[src/qte_pkg.sv]
`timescale 1ns / 1ps
`default_nettype none
// ----------------------------------------------------------------------------
// qte_pkg: shared types and constants for quaternion to Euler conversion
// Word formats, working widths, the CORDIC arctangent table and the
// pre-rotation and rounding functions used by several modules.
// ----------------------------------------------------------------------------
package qte_pkg;

    localparam int COMP_W   = 16;
    localparam int PROD_W   = 32;
    localparam int SUM_W    = 34;
    localparam int LANE_W   = 38;
    localparam int ACC_W    = 34;
    localparam int ANG_W    = 16;
    localparam int SQ_W     = 64;
    localparam int SQ_STEPS = 32;
    localparam int TAB_LEN  = 24;

    localparam logic signed [SUM_W-1:0] ONE_WORK   = SUM_W'(64'sd1073741824);
    localparam logic [SQ_W-1:0]         ONE_SQUARE = SQ_W'(1) << 60;
    localparam logic signed [ACC_W-1:0] HALF_PI    = ACC_W'(64'sd1073741824);
    localparam logic signed [ACC_W-1:0] ROUND_HALF = ACC_W'(64'sd32768);

    localparam logic [31:0] ATAN_TAB [TAB_LEN] = '{
        32'd536870912, 32'd316933406, 32'd167458907, 32'd85004756,
        32'd42667331,  32'd21354465,  32'd10679838,  32'd5340245,
        32'd2670163,   32'd1335087,   32'd667544,    32'd333772,
        32'd166886,    32'd83443,     32'd41722,     32'd20861,
        32'd10430,     32'd5215,      32'd2608,      32'd1304,
        32'd652,       32'd326,       32'd163,       32'd81
    };

    typedef logic signed [COMP_W-1:0] t_comp;

    typedef struct packed {
        t_comp comp_x;
        t_comp comp_y;
        t_comp comp_z;
        t_comp comp_w;
    } t_quat;

    typedef struct packed {
        logic signed [ANG_W-1:0] pitch_angle;
        logic signed [ANG_W-1:0] yaw_angle;
        logic signed [ANG_W-1:0] roll_angle;
        logic                    pitch_clamped;
    } t_euler;

    typedef struct packed {
        logic signed [31:0]      sp;
        logic signed [SUM_W-1:0] ys;
        logic signed [SUM_W-1:0] yc;
        logic signed [SUM_W-1:0] rs;
        logic signed [SUM_W-1:0] rc;
        logic                    clamped;
    } t_side;

    typedef struct packed {
        logic [SQ_W-1:0] rem;
        logic [SQ_W-1:0] root;
        t_side           side;
    } t_sqrt_item;

    typedef struct packed {
        logic signed [LANE_W-1:0] x;
        logic signed [LANE_W-1:0] y;
        logic signed [ACC_W-1:0]  acc;
        logic                     zero;
    } t_lane;

    typedef struct packed {
        t_lane pitch;
        t_lane yaw;
        t_lane roll;
        logic  clamped;
    } t_cord_item;

    function automatic t_lane prerotate(input logic signed [SUM_W-1:0] y,
                                        input logic signed [SUM_W-1:0] x);
        t_lane l;
        logic signed [LANE_W-1:0] xe;
        logic signed [LANE_W-1:0] ye;
        xe = LANE_W'(x);
        ye = LANE_W'(y);
        l.zero = (x == '0) && (y == '0);
        if (x < 0) begin
            if (y >= 0) begin
                l.y   = -xe;
                l.x   = ye;
                l.acc = HALF_PI;
            end else begin
                l.y   = xe;
                l.x   = -ye;
                l.acc = -HALF_PI;
            end
        end else begin
            l.y   = ye;
            l.x   = xe;
            l.acc = '0;
        end
        return l;
    endfunction

    function automatic logic signed [ANG_W-1:0] round_angle(input t_lane l);
        logic signed [ACC_W-1:0] s;
        s = l.acc + ROUND_HALF;
        return l.zero ? '0 : s[31:16];
    endfunction

endpackage
`default_nettype wire

[src/qte_sqrt_step.sv]
`timescale 1ns / 1ps
`default_nettype none
// ----------------------------------------------------------------------------
// qte_sqrt_step: one stage of the bit-by-bit square root
// Tries one result bit against the remainder and registers the new
// remainder and partial root together with the side operands.
// ----------------------------------------------------------------------------
module qte_sqrt_step #(
    parameter int STEP = 0
) (
    input  wire logic                i_clk,
    input  wire logic                i_en,
    input  wire qte_pkg::t_sqrt_item i_item,
    output qte_pkg::t_sqrt_item      o_item
);
    import qte_pkg::*;

    localparam logic [SQ_W-1:0] BIT = SQ_W'(1) << (62 - 2 * STEP);

    logic [SQ_W-1:0] trial;
    t_sqrt_item      n_item;
    t_sqrt_item      r_item;

    always_comb begin
        trial       = i_item.root + BIT;
        n_item.side = i_item.side;
        if (i_item.rem >= trial) begin
            n_item.rem  = i_item.rem - trial;
            n_item.root = (i_item.root >> 1) + BIT;
        end else begin
            n_item.rem  = i_item.rem;
            n_item.root = i_item.root >> 1;
        end
    end

    always_ff @(posedge i_clk) begin
        if (i_en) begin
            r_item <= n_item;
        end
    end

    assign o_item = r_item;

endmodule
`default_nettype wire

[config.mk]
export PLATFORM = sky130hd
export DESIGN_NAME = qte_sqrt_step
export DESIGN_NICKNAME = d
export VERILOG_FILES = /design/src/qte_pkg.sv /design/src/qte_sqrt_step.sv
export SDC_FILE = /design/constraint.sdc
export NUM_CORES = 1
export LEC_CHECK = 0
export BUFFER_PORTS_ARGS = -buffer_cell sky130_fd_sc_hd__buf_2
export CORE_AREA = 2 2 233 235
export CTS_BUF_LIST = sky130_fd_sc_hd__clkbuf_8
export CTS_CLUSTER_SIZE = 20
export DETAILED_ROUTE_END_ITERATION = 8
export DIE_AREA = 0 0 235 237
export SYNTH_ARGS = -nofsm -noshare
export SYNTH_HDL_FRONTEND = slang
export SYNTH_SLANG_ARGS = --single-unit
[constraint.sdc]
create_clock -name i_clk -period 5.4 [get_ports i_clk]
set_input_delay 1.08 -clock i_clk [delete_from_list [all_inputs] [get_ports i_clk]]
set_output_delay 1.08 -clock i_clk [all_outputs]
set_load 0.03 [all_outputs]
Word-level counts from Yosys, hierarchy flattened:

Cells that the tools add are included.

* latch bits: 0
* memories: 0
* bits in registers: 297
* bits in read-only memories: 0
* RAM bits: 0
* bits of input ports: 299

* mux-type cells: 1
* reduce and logical (&&, ||, !) cells: 0
* order comparisons: 1
* $mul: 0
* eq/ne operators: 0
* shifts and indexed selects: 0
* div/mod/pow operators: 0
* bitwise operators: 0
* $add $sub $neg: 3

Operators with widths (count)
* two-way mux 128 bit: 1
* adder 63 x 63 -> 64 bit, second input constant: 1
* adder 64 x 63 -> 64 bit, second input constant: 1
* >= comparator 64 bit: 1
* subtractor 64 bit: 1

Longest topological paths before layout:

Gate-level depths: netlist (run 1).

* depth after elaboration: 3
* mapped depth: 14
* gate-level depth less buffers: 13

Worst setup path after synthesis (run 1):

OpenSTA, ideal clock, no wires.

* path type: input to register
* from: in i_item[185] (netlist name)
* to: reg r_item, in the netlist o_item[293] (data pin)
* path buffers: 0
* arrival time: 3.686 ns
* stages: 12
* data required time: 5.143 ns
* path slack: 1.457 ns
* library setup time: 0.257 ns
* cell sequence: inv_1 -> ha_1 -> and2_1 -> nand3_1 -> or3_1 -> a41o_1 -> nor3_2 -> o21ai_1 -> o41ai_4 -> or4b_1 -> a21oi_1 -> nor3_1

RTL lines
* start, declared: RTL line qte_sqrt_step.sv:13 `input wire qte_pkg::t_sqrt_item i_item,`
* end signal, assigned: RTL line qte_sqrt_step.sv:38 `r_item <= n_item;`
* end, declared: RTL line qte_sqrt_step.sv:22 `t_sqrt_item r_item;`

==> impl_metrics.yaml, run 1 <==
setup_path:
  crit_required_ps: 5790
  worstSetupPathType: "primary input to flop"
  path_max_fanout: 67
  critPathCaptureType: "flop"
  worstSetupStartpointType: "primary input"
  cp.arrival_ps: 4680
global_routing:
  grt_pass1_wl_mm: 76.0
  overflow: 0
  grt_usage: 0.185
  grt_pass1_vias: 11442
  antenna_found_initial: 21
  grt_max_degree: 99
detailed_routing:
  ant_nets: 0
  via_per_inst: 4.60
  vias: 11149
  finalWirelength_mm: 53.6
  drc: 0
  routedWlPerCell_um: 22.1
  drtIter0Drc: 525
  drtPass1Iterations: 5
synth:
  avgSynthCellArea_um2: 13.0
  synth-seq-cells: 297
  yosys_warnings: 0
  async_reset_ff_frac: 0
  synth_cell_types: 58
  synthFlopType: "edfxtp_1"
  syn_area_mm2: 0.0137
  ys_seq_area_frac: 0.652
  syn-num-nets: 1418
  synth_edf_count: 297
  synthCells: 1054
timing:
  fin_hold_ws_ps: 594
  setup_ws_ps: 1110
  worstMarginPinSlew_ps: 884
  drv_slew: 0
  slew_headroom: 0.409
  final.min_clock_period_ps: 4290
  clock.fmax_ghz: 0.233
  hold_viol_final: 0
  finalSetupTns_ps: 0
  rsz0062_at_grt: "no"
  fin_crit_sh: 0.795
  setup_viol: 0
clocking:
  clkSinkCount: 297
  numCtsBuffers: 54
  cts_setup_buffers: 0
  cts_max_level: 2
  cts_root_buffer: "clkbuf_8"
  hold_buffers: 0
  clock_path_buffers: 3
  postCtsResizedCells: 0
  clk_pin_slew_ps: 70
  cts_tree: "yes"
cells_and_area:
  fin_util: 0.351
  area_delta_synth_final_pct: 36.8
  nNetsFinal: 2042
  fin_cells: 2423
  fillerInstances: 5326
  layout_common_cells: "594 x buf_2, 297 x edfxtp_1, 111 x a21oi_1"
  final_common_cell: "buf_2"
  final_layout_size_suffix_gt1_frac: 0.409
  largest_reg_flops: 297
run:
  cap_violations: 0
placement:
  io_buffers: 595
  dp_hpwl_mm: 42.6
  dpl.cell_count: 2318
  dp_slack_ps: 452
  place.gp.congestion: 0.871
power_and_ir_drop:
  internal_power_w: 0.00464
  clkPwrFrac: 0.355
  swShare: 0.321
  ir_drop_mv: 0.189
  combPwrFrac: 0.227
  power.share.sequential: 0.418
  p_leak_nw: 8.31
  p_switching_w: 0.00220
  p_per_area_mw_per_mm2: 365
floorplan:
  start_util: 0.257
  ios: 596
  core_mm2: 0.0533
  fp.dieW_um: 235
  die_y_um: 237
  rows: 85
  die_area_mm2: 0.0557
hold_path:
  hold_path_depth: 1
  hp-class: "primary input to flop"
run_status:
  status: "finished clean"
## through the flow
stage,area [um^2],power [W]
floorplan,13700,0.00387
global placement,17500,0.00446
detailed placement,17500,0.00447
CTS,18700,0.00696
global route,18700,0.00716
finish,18700,0.00684
## cell families after synthesis
family	after synthesis	synth area share
buffers and inverters	115	0.0326
AO/OA/AOI/OAI	272	0.125
AND/OR/NAND/NOR	234	0.0829
XOR/XNOR	56	0.0358
multiplexers	15	0.0123
flip-flops	297	0.652
adder cells (fa/ha/maj)	65	0.0600
## power by group through the flow
stage | clock network (W) | registers, W | logic, W
floorplan | 0 | 0.00336 | 0.000510
global placement | 0 | 0.00290 | 0.00156
detailed placement | 0 | 0.00290 | 0.00156
CTS | 0.00252 | 0.00286 | 0.00157
global route | 0.00262 | 0.00288 | 0.00166
finish | 0.00243 | 0.00286 | 0.00155
## cell usage after synthesis, types with 2 or more instances
cell type    n  area, um^2
clkbuf_1    25        93.8
xor2_1      20         175
and4b_1      2        20.0
a211o_1      2        17.5
nand3_1     14        70.1
a211oi_1     4        30.0
nor3_1      11        55.1
o21bai_1    11        82.6
o211ai_1     7        52.6
or3_1        4        25.0
a21oi_1    111         556
inv_1       78         293
ha_1        64         801
and4_1       3        26.3
nor2_1      82         308
nand2b_1     3        18.8
o21ai_1      3        15.0
and2_1      10        62.6
a21boi_0     5        37.5
o31a_1       5        43.8
o41ai_1      2        17.5
or2_2        4        25.0
a31oi_1      7        43.8
a41oi_1      5        43.8
nand4_1     18         113
edfxtp_1   297        8920
nand2_1     52         195
nor4b_1      2        17.5
o31ai_1      2        15.0
xnor2_1     36         315
o21ai_0     40         200
nor2b_1     10        62.6
mux2_1       4        45.0
mux2_2      10         113
o22ai_1      2        12.5
and3_1      13        81.3
buf_2       11        55.1
a21o_1      49         368
o21a_1       7        52.6
## layout make-up
cell class	instances	area [um^2]	share of cell area
flip-flops and latches	297	8920	0.477
multi-input cells	642	4320	0.231
repair buffers	605	3100	0.166
well taps	696	871	0.0465
clock buffers	55	757	0.0404
clock inverters	46	445	0.0238
inverters	78	293	0.0156
diodes	4	10.0	0.000535
## critical path, cell delays in order
cell     delay [ps]
buf_2            90
inv_1            40
ha_1            400
and2_1          190
nand3_1         130
or3_1           410
a41o_1          290
nor3_2          210
o21ai_1         190
o41ai_4         820
buf_12          350
mux2_2          380
## path summary, 6_finish.rpt
path / from / end
worst min-delay path: i_item[3] / o_item[3]$_DFFE_PP_
worst max-delay path: i_item[185] / o_item[254]$_DFFE_PP_
## routing by layer
metal,wire [um],up-vias,GRT usage,share of wire
met4,1330,6,0.0527,0.025
met5,30,-,0,0.00056
met2,27400,492,0.333,0.51
li1,-,5199,-,-
met3,4000,95,0.0533,0.075
met1,20800,5357,0.212,0.39
(Power assumes the default switching activity.)
==> inputs of run 2 (changes only) <==
clock period = 3.8 ns   (was 5.4 ns; I/O delays follow)
==> impl_metrics.yaml, run 2 (same netlist as run 1, synthesis figures left out) <==
timing:
  hold_viol_final: 0
  final.min_clock_period_ps: 3520
  slew_headroom: 0.610
  drv_slew: 0
  fin_crit_sh: 0.927
  rsz0062_at_grt: "no"
  worstMarginPinSlew_ps: 585
  setup_viol: 0
  clock.fmax_ghz: 0.284
clocking:
  postCtsResizedCells: 0
  cts_root_buffer: "clkbuf_8"
  clock_path_buffers: 3
  hold_buffers: 0
  clk_pin_slew_ps: 60
  cts_tree: "yes"
  cts_max_level: 2
  cts_setup_buffers: 0
  clkSinkCount: 297
  numCtsBuffers: 56
floorplan:
  die_y_um: 237
  fp.dieW_um: 235
  rows: 85
  ios: 596
  die_area_mm2: 0.0557
  core_mm2: 0.0533
  start_util: 0.257
power_and_ir_drop:
  p_per_area_mw_per_mm2: 503
  p_leak_nw: 8.83
  ir_drop_mv: 0.228
placement:
  place.gp.congestion: 0.909
  dp_hpwl_mm: 44.6
  io_buffers: 595
  dpl.cell_count: 2420
cells_and_area:
  nNetsFinal: 2146
  layout_common_cells: "594 x buf_2, 297 x edfxtp_1, 111 x a21oi_1"
  fin_util: 0.366
  fin_cells: 2528
  area_delta_synth_final_pct: 42.3
  final_common_cell: "buf_2"
  largest_reg_flops: 297
  final_layout_size_suffix_gt1_frac: 0.441
  fillerInstances: 5345
detailed_routing:
  vias: 11564
  drc: 0
  finalWirelength_mm: 55.3
  drtIter0Drc: 585
  drtPass1Iterations: 4
  routedWlPerCell_um: 21.9
  via_per_inst: 4.57
  ant_nets: 0
setup_path:
  path_max_fanout: 9
  worstSetupStartpointType: "primary input"
  crit_required_ps: 4200
  critPathCaptureType: "flop"
  worstSetupPathType: "primary input to flop"
  cp.arrival_ps: 3930
hold_path:
  hold_path_depth: 1
  hold_path_end: "o_item[66]$_DFFE_PP_"
  worstHoldStart: "i_item[66]"
  hp-class: "primary input to flop"
global_routing:
  grt_busiest_layer: "met2"
  grt_pass1_wl_mm: 78.4
  met1_usage: 0.219
  grt_max_degree: 75
  use_met3: 0.0533
  grt_pass1_vias: 11756
  grt.met2_usage: 0.345
  grt_usage: 0.190
  antenna_found_initial: 23
  overflow: 0
run:
  cap_violations: 0
run_status:
  status: "finished clean"
run 2: cell types whose count changed in the layout (fill, tap and decap cells not counted), moves of 2 or more:
cell,delta
clkinv_2,+5
inv_1,+2
clkinvlp_4,-4
buf_4,+101
run 2: cell type report:
cell class,count,area (um^2),area share
sequential,297,8920,0.458
multi-input combinational,642,4320,0.222
timing repair buffer,707,3880,0.199
tap,696,871,0.0447
clock buffer,56,771,0.0396
clock inverter,49,417,0.0214
inverter,78,293,0.0150
antenna,3,7.51,0.000385
run 2: worst max-delay path by stage:
| stage | endpoint | start |
|---|---|---|
| after floorplan | o_item[293]$_DFFE_PP_ | i_item[185] |
| after global placement | o_item[293]$_DFFE_PP_ | i_item[233] |
| after detailed placement | o_item[294]$_DFFE_PP_ | i_item[233] |
| after CTS | o_item[294]$_DFFE_PP_ | i_item[233] |
| after global routing | o_item[294]$_DFFE_PP_ | i_item[233] |
| final | o_item[294]$_DFFE_PP_ | i_item[233] |
run 2: layer usage:
metal	vias up	routed length [um]
li1	5401	-
met1	5586	21700
met2	471	28400
met3	96	3880
met4	10	1180
met5	-	66
run 2: worst max-delay path, cell delays in order:
cell      delay [ps]
buf_2             90
inv_1             40
ha_1             200
fa_1             390
nand2b_1         180
a21oi_1          220
o41ai_1          120
buf_4            140
nor4bb_1         150
nor3_2           240
o21ai_1          180
o41ai_4          490
buf_4            240
nor4b_1          280
a311o_1          170
nor2_1            40
run 2: stage by stage:
step	TNS [ps]	total power (W)	area, um^2	worst slack (ps)	hold slack (ps)
6_report	0	0.00980	19500	277	288
5_1_grt	0	0.0103	19500	54.9	226
4_1_cts	0	0.00996	19500	314	207
3_5_place_dp	-16580	0.00651	18300	-412	938
3_3_place_gp	-13670	0.00649	18300	-350	937
2_1_floorplan	0	0.00550	13700	177	859
run 2: report_power, final:
group	switching [W]	internal [W]
clock	0.00150	0.00187
combinational	0.00155	0.000809
sequential	0.0000854	0.00398
total	0.00314	0.00666
